**src/hdl/clipped_glyph_blitter_macros.svh**
```systemverilog
// Assertion macros shared by the glyph blitter modules.
// Needs nothing else; included by the files that carry assertions.
`ifndef CLIPPED_GLYPH_BLITTER_MACROS_SVH
`define CLIPPED_GLYPH_BLITTER_MACROS_SVH

// Same-cycle implication, disabled while reset is asserted.
`define CGB_ASSERT_IMPLIES(label, clk, rst_n, ante, cons) \
	label: assert property (@(posedge clk) disable iff (!rst_n) (ante) |-> (cons)) \
		else $error("clipped_glyph_blitter: assertion failed");

// Next-cycle implication, disabled while reset is asserted.
`define CGB_ASSERT_NEXT(label, clk, rst_n, ante, cons) \
	label: assert property (@(posedge clk) disable iff (!rst_n) (ante) |=> (cons)) \
		else $error("clipped_glyph_blitter: assertion failed");

`endif

```
**src/hdl/cgb_pkg.sv**
```systemverilog
// Types, constants and register indexes of the clipped glyph blitter.
// Depends on nothing; imported by every module of the block.
package cgb_pkg;

	localparam int PIX_PER_WORD = 8;
	localparam int QUEUE_DEPTH = 4;
	localparam int CFG_INDEX_W = 4;
	localparam int CFG_DATA_W = 16;

	localparam logic CMD_START = 1'b0;
	localparam logic CMD_BYTE = 1'b1;

	typedef enum logic [CFG_INDEX_W-1:0] {
		REG_CLIP_LEFT = 4'd0,
		REG_CLIP_RIGHT = 4'd1,
		REG_CLIP_TOP = 4'd2,
		REG_CLIP_BOTTOM = 4'd3,
		REG_FORE_COLOR = 4'd4,
		REG_FORE_ALPHA = 4'd5,
		REG_BACK_COLOR = 4'd6,
		REG_BACK_ALPHA = 4'd7
	} cgb_reg_t;

	localparam logic [15:0] CLIP_LEFT_RST = 16'h0000;
	localparam logic [15:0] CLIP_RIGHT_RST = 16'hFFFF;
	localparam logic [15:0] CLIP_TOP_RST = 16'h0000;
	localparam logic [15:0] CLIP_BOTTOM_RST = 16'hFFFF;
	localparam logic [15:0] FORE_COLOR_RST = 16'h0000;
	localparam logic [7:0] FORE_ALPHA_RST = 8'hFF;
	localparam logic [15:0] BACK_COLOR_RST = 16'h0000;
	localparam logic [7:0] BACK_ALPHA_RST = 8'h00;

	typedef struct packed {
		logic command;
		logic [15:0] origin_x;
		logic [15:0] origin_y;
		logic [7:0] glyph_width;
		logic [7:0] glyph_height;
		logic [7:0] bitmap_byte;
	} cgb_in_t;

	typedef struct packed {
		logic [15:0] pixel_x;
		logic [15:0] pixel_y;
		logic [15:0] pixel_color;
		logic [7:0] pixel_alpha;
		logic last;
	} cgb_out_t;

	// One classified bitmap byte: x of its first pixel, its row, its bits in
	// pixel order (bit i is pixel i) and which pixels lie inside the glyph.
	typedef struct packed {
		logic [16:0] x0;
		logic [16:0] y;
		logic [PIX_PER_WORD-1:0] pix_bits;
		logic [PIX_PER_WORD-1:0] col_mask;
	} cgb_entry_t;

	typedef struct packed {
		logic [15:0] clip_left;
		logic [15:0] clip_right;
		logic [15:0] clip_top;
		logic [15:0] clip_bottom;
		logic [15:0] fore_color;
		logic [7:0] fore_alpha;
		logic [15:0] back_color;
		logic [7:0] back_alpha;
	} cgb_cfg_t;

	typedef struct packed {
		logic not_empty;
		logic full;
	} cgb_qstat_t;

endpackage

```
**src/hdl/cgb_queue.sv**
```systemverilog
// Short flop-based queue of classified bitmap bytes between front and back.
// Depends on cgb_pkg and the assertion macro header.
`include "clipped_glyph_blitter_macros.svh"

module cgb_queue
	import cgb_pkg::*;
#(
	parameter int DEPTH = QUEUE_DEPTH
) (
	input logic clk,
	input logic arst_n,
	input logic push,
	input cgb_entry_t push_entry,
	input logic pop,
	output cgb_entry_t head,
	output cgb_qstat_t stat
);

	localparam int PW = (DEPTH > 1) ? $clog2(DEPTH) : 1;
	localparam int CW = $clog2(DEPTH + 1);

	cgb_entry_t entry_q [DEPTH];
	logic [PW-1:0] wr_q;
	logic [PW-1:0] rd_q;
	logic [CW-1:0] count_q;

	always_comb begin
		stat.not_empty = (count_q != '0);
		stat.full = (count_q == CW'(DEPTH));
		head = entry_q[rd_q];
	end

	always_ff @(posedge clk) begin
		if (push) begin
			entry_q[wr_q] <= push_entry;
		end
	end

	always_ff @(posedge clk or negedge arst_n) begin
		if (!arst_n) begin
			wr_q <= '0;
			rd_q <= '0;
			count_q <= '0;
		end else begin
			if (push) begin
				wr_q <= (wr_q == PW'(DEPTH - 1)) ? '0 : wr_q + 1'b1;
			end
			if (pop) begin
				rd_q <= (rd_q == PW'(DEPTH - 1)) ? '0 : rd_q + 1'b1;
			end
			if (push && !pop) begin
				count_q <= count_q + 1'b1;
			end else if (pop && !push) begin
				count_q <= count_q - 1'b1;
			end
		end
	end

	`CGB_ASSERT_IMPLIES(a_count_bound, clk, arst_n, 1'b1, count_q <= CW'(DEPTH))
	`CGB_ASSERT_IMPLIES(a_no_pop_empty, clk, arst_n, pop, count_q != '0)
	`CGB_ASSERT_IMPLIES(a_no_push_full, clk, arst_n, push && !pop, count_q != CW'(DEPTH))

endmodule

```
**src/hdl/cgb_front.sv**
```systemverilog
// Front end: accepts input words, tracks the glyph walk and classifies bytes.
// Depends on cgb_pkg; feeds cgb_queue.
module cgb_front
	import cgb_pkg::*;
(
	input logic clk,
	input logic arst_n,
	input logic in_valid,
	output logic in_ready,
	input cgb_in_t in_data,
	input cgb_qstat_t q_stat,
	output logic push,
	output cgb_entry_t push_entry
);

	logic [15:0] base_x_q;
	logic [15:0] base_y_q;
	logic [7:0] width_q;
	logic [7:0] height_q;
	logic [7:0] col_q;
	logic [7:0] row_q;

	logic accept;
	logic active;
	logic [8:0] next_col;

	always_comb begin
		in_ready = !q_stat.full;
		accept = in_valid && in_ready;
		active = (width_q != '0) && (row_q < height_q);
		push = accept && (in_data.command == CMD_BYTE) && active;
		next_col = {1'b0, col_q} + 9'(PIX_PER_WORD);
		push_entry.x0 = {1'b0, base_x_q} + 17'(col_q);
		push_entry.y = {1'b0, base_y_q} + 17'(row_q);
		for (int i = 0; i < PIX_PER_WORD; i++) begin
			push_entry.pix_bits[i] = in_data.bitmap_byte[PIX_PER_WORD-1-i];
			push_entry.col_mask[i] = ({1'b0, col_q} + 9'(i)) < {1'b0, width_q};
		end
	end

	always_ff @(posedge clk or negedge arst_n) begin
		if (!arst_n) begin
			base_x_q <= '0;
			base_y_q <= '0;
			width_q <= '0;
			height_q <= '0;
			col_q <= '0;
			row_q <= '0;
		end else if (accept) begin
			if (in_data.command == CMD_START) begin
				base_x_q <= in_data.origin_x;
				base_y_q <= in_data.origin_y;
				width_q <= in_data.glyph_width;
				height_q <= in_data.glyph_height;
				col_q <= '0;
				row_q <= '0;
			end else if (active) begin
				// Every byte of a row is consumed, even past the right clip edge.
				if (next_col >= {1'b0, width_q}) begin
					col_q <= '0;
					row_q <= row_q + 1'b1;
				end else begin
					col_q <= next_col[7:0];
				end
			end
		end
	end

endmodule

```
**src/hdl/cgb_back.sv**
```systemverilog
// Back end: clips a queued byte, sends one pixel/cycle unless stalled.
// Depends on cgb_pkg and the assertion macro header; reads cgb_queue.
`include "clipped_glyph_blitter_macros.svh"

module cgb_back
	import cgb_pkg::*;
(
	input logic clk,
	input logic arst_n,
	input cgb_cfg_t cfg,
	input cgb_entry_t head,
	input cgb_qstat_t q_stat,
	output logic pop,
	output logic out_valid,
	input logic out_ready,
	output cgb_out_t out_data
);

	localparam int IW = $clog2(PIX_PER_WORD);

	logic [PIX_PER_WORD-1:0] mask_q;
	logic [PIX_PER_WORD-1:0] bits_q;
	logic [16:0] x0_q;
	logic [15:0] y_q;
	cgb_out_t out_q;
	logic out_valid_q;

	logic [PIX_PER_WORD-1:0] load_mask;
	logic [PIX_PER_WORD-1:0] pick;
	logic [PIX_PER_WORD-1:0] remaining;
	logic [IW-1:0] idx;
	logic [16:0] xi;
	logic [16:0] pix_x;
	logic y_ok;
	logic out_free;
	logic advance;
	logic work_done;
	logic is_set;

	always_comb begin
		// A pixel is kept when it lies in the glyph, on screen, inside the
		// window, and is a set bit or a background bit with nonzero alpha.
		y_ok = (head.y <= 17'h0FFFF) && (head.y >= {1'b0, cfg.clip_top})
			&& (head.y <= {1'b0, cfg.clip_bottom});
		for (int i = 0; i < PIX_PER_WORD; i++) begin
			xi = head.x0 + 17'(i);
			load_mask[i] = head.col_mask[i] && y_ok && (xi <= 17'h0FFFF)
				&& (xi >= {1'b0, cfg.clip_left}) && (xi <= {1'b0, cfg.clip_right})
				&& (head.pix_bits[i] || (cfg.back_alpha != '0));
		end

		pick = mask_q & (~mask_q + 1'b1);
		remaining = mask_q & ~pick;
		idx = '0;
		for (int i = 0; i < PIX_PER_WORD; i++) begin
			if (pick[i]) begin
				idx = IW'(i);
			end
		end
		is_set = bits_q[idx];
		pix_x = x0_q + 17'(idx);

		out_free = !out_valid_q || out_ready;
		advance = (mask_q != '0) && out_free;
		work_done = (mask_q == '0) || (advance && (remaining == '0));
		pop = work_done && q_stat.not_empty;

		out_valid = out_valid_q;
		out_data = out_q;
	end

	always_ff @(posedge clk) begin
		if (pop) begin
			bits_q <= head.pix_bits;
			x0_q <= head.x0;
			y_q <= head.y[15:0];
		end
		if (advance) begin
			out_q.pixel_x <= pix_x[15:0];
			out_q.pixel_y <= y_q;
			out_q.pixel_color <= is_set ? cfg.fore_color : cfg.back_color;
			out_q.pixel_alpha <= is_set ? cfg.fore_alpha : cfg.back_alpha;
			out_q.last <= (remaining == '0);
		end
	end

	always_ff @(posedge clk or negedge arst_n) begin
		if (!arst_n) begin
			mask_q <= '0;
			out_valid_q <= 1'b0;
		end else begin
			if (pop) begin
				mask_q <= load_mask;
			end else if (advance) begin
				mask_q <= remaining;
			end
			if (advance) begin
				out_valid_q <= 1'b1;
			end else if (out_ready) begin
				out_valid_q <= 1'b0;
			end
		end
	end

	`CGB_ASSERT_NEXT(a_emit_shows, clk, arst_n, advance, out_valid_q)
	`CGB_ASSERT_IMPLIES(a_pick_onehot, clk, arst_n, advance, $onehot(pick))
	`CGB_ASSERT_NEXT(a_out_hold, clk, arst_n, out_valid_q && !out_ready, out_valid_q && $stable(out_q))

endmodule

```
**src/hdl/clipped_glyph_blitter.sv**
```systemverilog
// Path: with the queue empty and the back end idle, the first pixel of a bitmap word is
// registered in the queue, in the back end's byte registers and then in the output register.
// Throughput: one word per cycle in while the queue has room; the back sends one pixel per
// cycle if out_ready allows, up to 8 per word. Start words and ignored bytes are never queued.
// Reset: arst_n clears the glyph walk, the queue and the output stage at once and loads
// the configuration registers with their defaults; no clearing pass is needed.
module clipped_glyph_blitter
	import cgb_pkg::*;
#(
	parameter int QDEPTH = QUEUE_DEPTH
) (
	input logic clk,
	input logic arst_n,
	input logic in_valid,
	output logic in_ready,
	input cgb_in_t in_data,
	output logic out_valid,
	input logic out_ready,
	output cgb_out_t out_data,
	input logic cfg_valid,
	output logic cfg_ready,
	input logic [CFG_INDEX_W-1:0] cfg_index,
	input logic [CFG_DATA_W-1:0] cfg_data
);

	cgb_cfg_t cfg_q;
	cgb_qstat_t q_stat;
	cgb_entry_t push_entry;
	cgb_entry_t head;
	logic push;
	logic pop;

	assign cfg_ready = 1'b1;

	// Writes to an index past the register list fall into the default arm.
	always_ff @(posedge clk or negedge arst_n) begin
		if (!arst_n) begin
			cfg_q.clip_left <= CLIP_LEFT_RST;
			cfg_q.clip_right <= CLIP_RIGHT_RST;
			cfg_q.clip_top <= CLIP_TOP_RST;
			cfg_q.clip_bottom <= CLIP_BOTTOM_RST;
			cfg_q.fore_color <= FORE_COLOR_RST;
			cfg_q.fore_alpha <= FORE_ALPHA_RST;
			cfg_q.back_color <= BACK_COLOR_RST;
			cfg_q.back_alpha <= BACK_ALPHA_RST;
		end else if (cfg_valid && cfg_ready) begin
			case (cfg_index)
				REG_CLIP_LEFT: cfg_q.clip_left <= cfg_data;
				REG_CLIP_RIGHT: cfg_q.clip_right <= cfg_data;
				REG_CLIP_TOP: cfg_q.clip_top <= cfg_data;
				REG_CLIP_BOTTOM: cfg_q.clip_bottom <= cfg_data;
				REG_FORE_COLOR: cfg_q.fore_color <= cfg_data;
				REG_FORE_ALPHA: cfg_q.fore_alpha <= cfg_data[7:0];
				REG_BACK_COLOR: cfg_q.back_color <= cfg_data;
				REG_BACK_ALPHA: cfg_q.back_alpha <= cfg_data[7:0];
				default: begin
				end
			endcase
		end
	end

	cgb_front u_front (
		.clk(clk),
		.arst_n(arst_n),
		.in_valid(in_valid),
		.in_ready(in_ready),
		.in_data(in_data),
		.q_stat(q_stat),
		.push(push),
		.push_entry(push_entry)
	);

	cgb_queue #(
		.DEPTH(QDEPTH)
	) u_queue (
		.clk(clk),
		.arst_n(arst_n),
		.push(push),
		.push_entry(push_entry),
		.pop(pop),
		.head(head),
		.stat(q_stat)
	);

	cgb_back u_back (
		.clk(clk),
		.arst_n(arst_n),
		.cfg(cfg_q),
		.head(head),
		.q_stat(q_stat),
		.pop(pop),
		.out_valid(out_valid),
		.out_ready(out_ready),
		.out_data(out_data)
	);

endmodule
```
**config.mk**
```make
export PLATFORM = sky130hd
export DESIGN_NAME = clipped_glyph_blitter
export DESIGN_NICKNAME = d
export VERILOG_FILES = /design/src/hdl/cgb_pkg.sv /design/src/hdl/cgb_queue.sv /design/src/hdl/cgb_front.sv /design/src/hdl/cgb_back.sv /design/src/hdl/clipped_glyph_blitter.sv
export VERILOG_INCLUDE_DIRS = /design/src /design/src/hdl
export SDC_FILE = /design/constraint.sdc
export NUM_CORES = 1
export LEC_CHECK = 0
export ABC_AREA = 1
export BUFFER_PORTS_ARGS = -buffer_cell sky130_fd_sc_hd__buf_2
export CAP_MARGIN = 30
export CORE_UTILIZATION = 51
export CTS_CLUSTER_SIZE = 16
export DETAILED_ROUTE_END_ITERATION = 16
export GPL_TIMING_DRIVEN = 0
export PLACE_DENSITY = 0.72
export SLEW_MARGIN = 20
export SYNTH_ARGS = -nofsm -noshare
export SYNTH_HDL_FRONTEND = slang
export SYNTH_SLANG_ARGS = --single-unit
export TNS_END_PERCENT = 50
```
**constraint.sdc**
```tcl
create_clock -name clk -period 8.1 [get_ports clk]
set_clock_uncertainty 0.15 [all_clocks]
set_input_delay 1.62 -clock clk [delete_from_list [all_inputs] [get_ports clk]]
set_output_delay 1.62 -clock clk [all_outputs]
set_load 0.03 [all_outputs]
```
==> results by group <==
Setup path
  • Reg2Reg Depth: 28
  • Worst R2R Setup Slack: around 2500 ps
  • Worst setup EP type: flip-flop
  • CP Max Fanout: 13
  • WP data arrival: 6010 ps
  • Crit-path slowest cell: inv_1
  • WP data required: 8460 ps
  • CP dominant cell by count: nand2_1
  • Kind of critical path: flip-flop to flip-flop
  • CP peak stage delay: about 560 ps
  • CP Launch Type: flip-flop

Floorplan
  • Cell Rows: 88
  • Die area: approximately 60000 sq um
  • Die Ht: between 200 and 250 um
  • Number of placed I/O pins: approximately 140
  • Die Width: approximately 240 um
  • Initial Util: 51.8%
  • Core ar.: around 58000 sq um

Power
  • Design Power: roughly 0.014 W
  • Pwr/cell area: 420 nW/um^2
  • LEAKAGE: 15.3 nW
  • VDD IR max: ~0.19 mV

Logic synthesis
  • Synth Cell Area: ~30000 sq um
  • Mapped Nets: 3892
  • Avg Cell Area, Syn: between 8 and 9 sq um
  • Synth Flop Type: edfxtp_1
  • Post-Synthesis Cells: 3472
  • Register bit total from synthesis: 486
  • Asr flop ratio synth: between 30% and 40%
  • Sequential-to-total area share from yosys stat: a little under half
  • EDFF count, synth: about 300
  • Yosys warns: 0
  • Unique masters post-synth: 55

Final layout
  • Final cell count without fillers: ~4500
  • Design Area, Final: roughly 34000 sq um
  • Most frequent cells in the layout: nand2_1 (946), inv_1 (372), ha_1 (335)
  • Post-layout utilization of the core: approximately 58%
  • Syn-to-layout area delta: 12.0%
  • Commonest non-fill, non-tap cell in the layout: nand2_1
  • Layout cell share with drive strength beyond 1: about a tenth
  • Final #Nets: between 4000 and 5000

Detailed routing
  • Wire per inst: ~20 um
  • Remaining DRCs: 0
  • Drt total wl: ~89000 um
  • Vias post-DR: roughly 25000
  • Routed Antenna Nets: 0
  • Pre-Repair DR Iteration Count: 6
  • Via density per instance: between 5 and 6
  • Iter 0 DRT Violations: about 2600

GRT
  • Gr usage total: between 20 and 30%
  • Antenna violations before repair: 2
  • Number of global-route vias before repair: 23100
  • First-pass GRT wire length: 134000 um
  • GRT overflow: 0
  • Largest net degree at the start of global routing: 85

Placement
  • Port Buf Inserts: 140
  • DP Wirelength: between 60000 and 70000 um
  • Dpl cell area: roughly 32000 sq um
  • Post-placement cell count: 4390
  • RePlAce Congestion: between 1 and 1.5

Flow run
  • Maxcap violations: 0

Clock tree
  • Setup Fix Bufs, Post-CTS: 0
  • Inserted Clock Buffers: 48
  • CTS Sinks: 486
  • # resized after CTS: 0
  • CTS clk-pin slew, worst paths: around 60 ps
  • CTS tree: done
  • # H-tree levels: 2
  • Hold-fix buffers, CTS: 0
  • Clock Latency Late Sink: 600 ps
  • Max Buffers Root-to-Sink: 3
  • Root Buffer: clkbuf_16

Min path
  • Worst hold path depth: 0
  • Worst hold path class: flip-flop to flip-flop

STA
  • Period utilization: ~70%
  • Max-slew violations: 0
  • Post-route minimum period: between 5000 and 6000 ps
  • Setup Viol. Count Final: 0
  • Fmax achieved: approximately 0.18 GHz
  • Hold Vio Cnt, Final: 0
  • RSZ-0062 raised after global routing: false
  • Final setup TNS: 0 ps
  • Slew Limit Headroom: between 20 and 30%
  • Tightest Pin Transition: 1060 ps

Run status
  • Status: finished clean
-- per-layer routing --
| layer | global-route usage (%) | wire, um |
|---|---|---|
| met5 | 0 | 10 |
| met4 | 9.94 | 3170 |
| met3 | 4.39 | 7240 |
| met2 | 47.8 | 40600 |
| met1 | 40.5 | 37700 |
-- critical path: cells and delay by family (launching register included) --
family	cells	cell delay, ps
compound gates	1	200
xor+xnor	1	240
buf+inv	7	1330
flops	1	530
simple gates	17	2560
fa+ha+maj	2	550
-- cell usage after synthesis, types with 40 or more instances --
library cell | count | area, sq um
nand2_1 | 946 | 3550
clkbuf_1 | 52 | 195
dfrtp_1 | 149 | 3730
nand3_1 | 184 | 921
inv_1 | 373 | 1400
a21oi_1 | 147 | 736
o21ai_0 | 288 | 1440
nand4_1 | 44 | 275
xor2_1 | 63 | 552
edfxtp_1 | 297 | 8920
ha_1 | 335 | 4190
nor2_1 | 271 | 1020
dfstp_2 | 40 | 1050
-- sequential cells by signal, indices dropped and copies added, names as in the netlist, 16 cells and up --
signal / count
cfg_q: 112
u_back.out_data: 57
u_back.x0_q: 16
u_back.y_q: 16
u_front.base_x_q: 16
u_front.base_y_q: 16
u_queue.entry_q: 200
-- kinds of logic after synthesis --
logic type / share of synthesized area (%)
DFF: 45.6
other: 0.0125
xor gates and xnor gates: 2.10
adders and majority gates: 14.2
buffers and inverters: 6.19
and+or+nand+nor: 22.5
AOI/OAI and AO/OA: 9.38
-- worst paths after layout --
kind,endpoint,startpoint
max,u_back.mask_q[2]$_DFFE_PN0P_,u_queue.rd_q[0]$_DFFE_PN0P_
min,u_back.out_data[37]$_DFFE_PP_,u_back.y_q[12]$_DFFE_PP_
max reg2reg,u_back.mask_q[2]$_DFFE_PN0P_,u_queue.rd_q[0]$_DFFE_PN0P_
min reg2reg,u_back.out_data[37]$_DFFE_PP_,u_back.y_q[12]$_DFFE_PP_
max in group asynchronous,u_front.base_x_q[6]$_DFFE_PN0P_,arst_n
min in group asynchronous,cfg_q[21]$_DFFE_PN0P_,arst_n
-- cell type report --
class	count	area [sq um]
Clock buffer	65	1280
Timing Repair Buffer	154	1040
Sequential cell	486	13700
Fill cell	5203	24300
Multi-Input combinational cell	2518	14500
Buffer	80	399
Clock inverter	24	277
Antenna cell	1	2.50
Tap cell	765	957
Inverter	388	1460
-- metrics by stage --
step           setup slack, ps  hold WS, ps
6_report                  2450          261
5_1_grt                   2260          275
4_1_cts                   2620          264
3_5_place_dp              2630          255
3_3_place_gp              1300          252
2_1_floorplan             3010          250
-- power breakdown --
part           switching [W]  total (W)  internal, W
Clock               0.000947    0.00222      0.00128
Combinational        0.00579    0.00839      0.00260
Sequential          0.000227    0.00349      0.00326
Power figures use the tool's default switching activity.
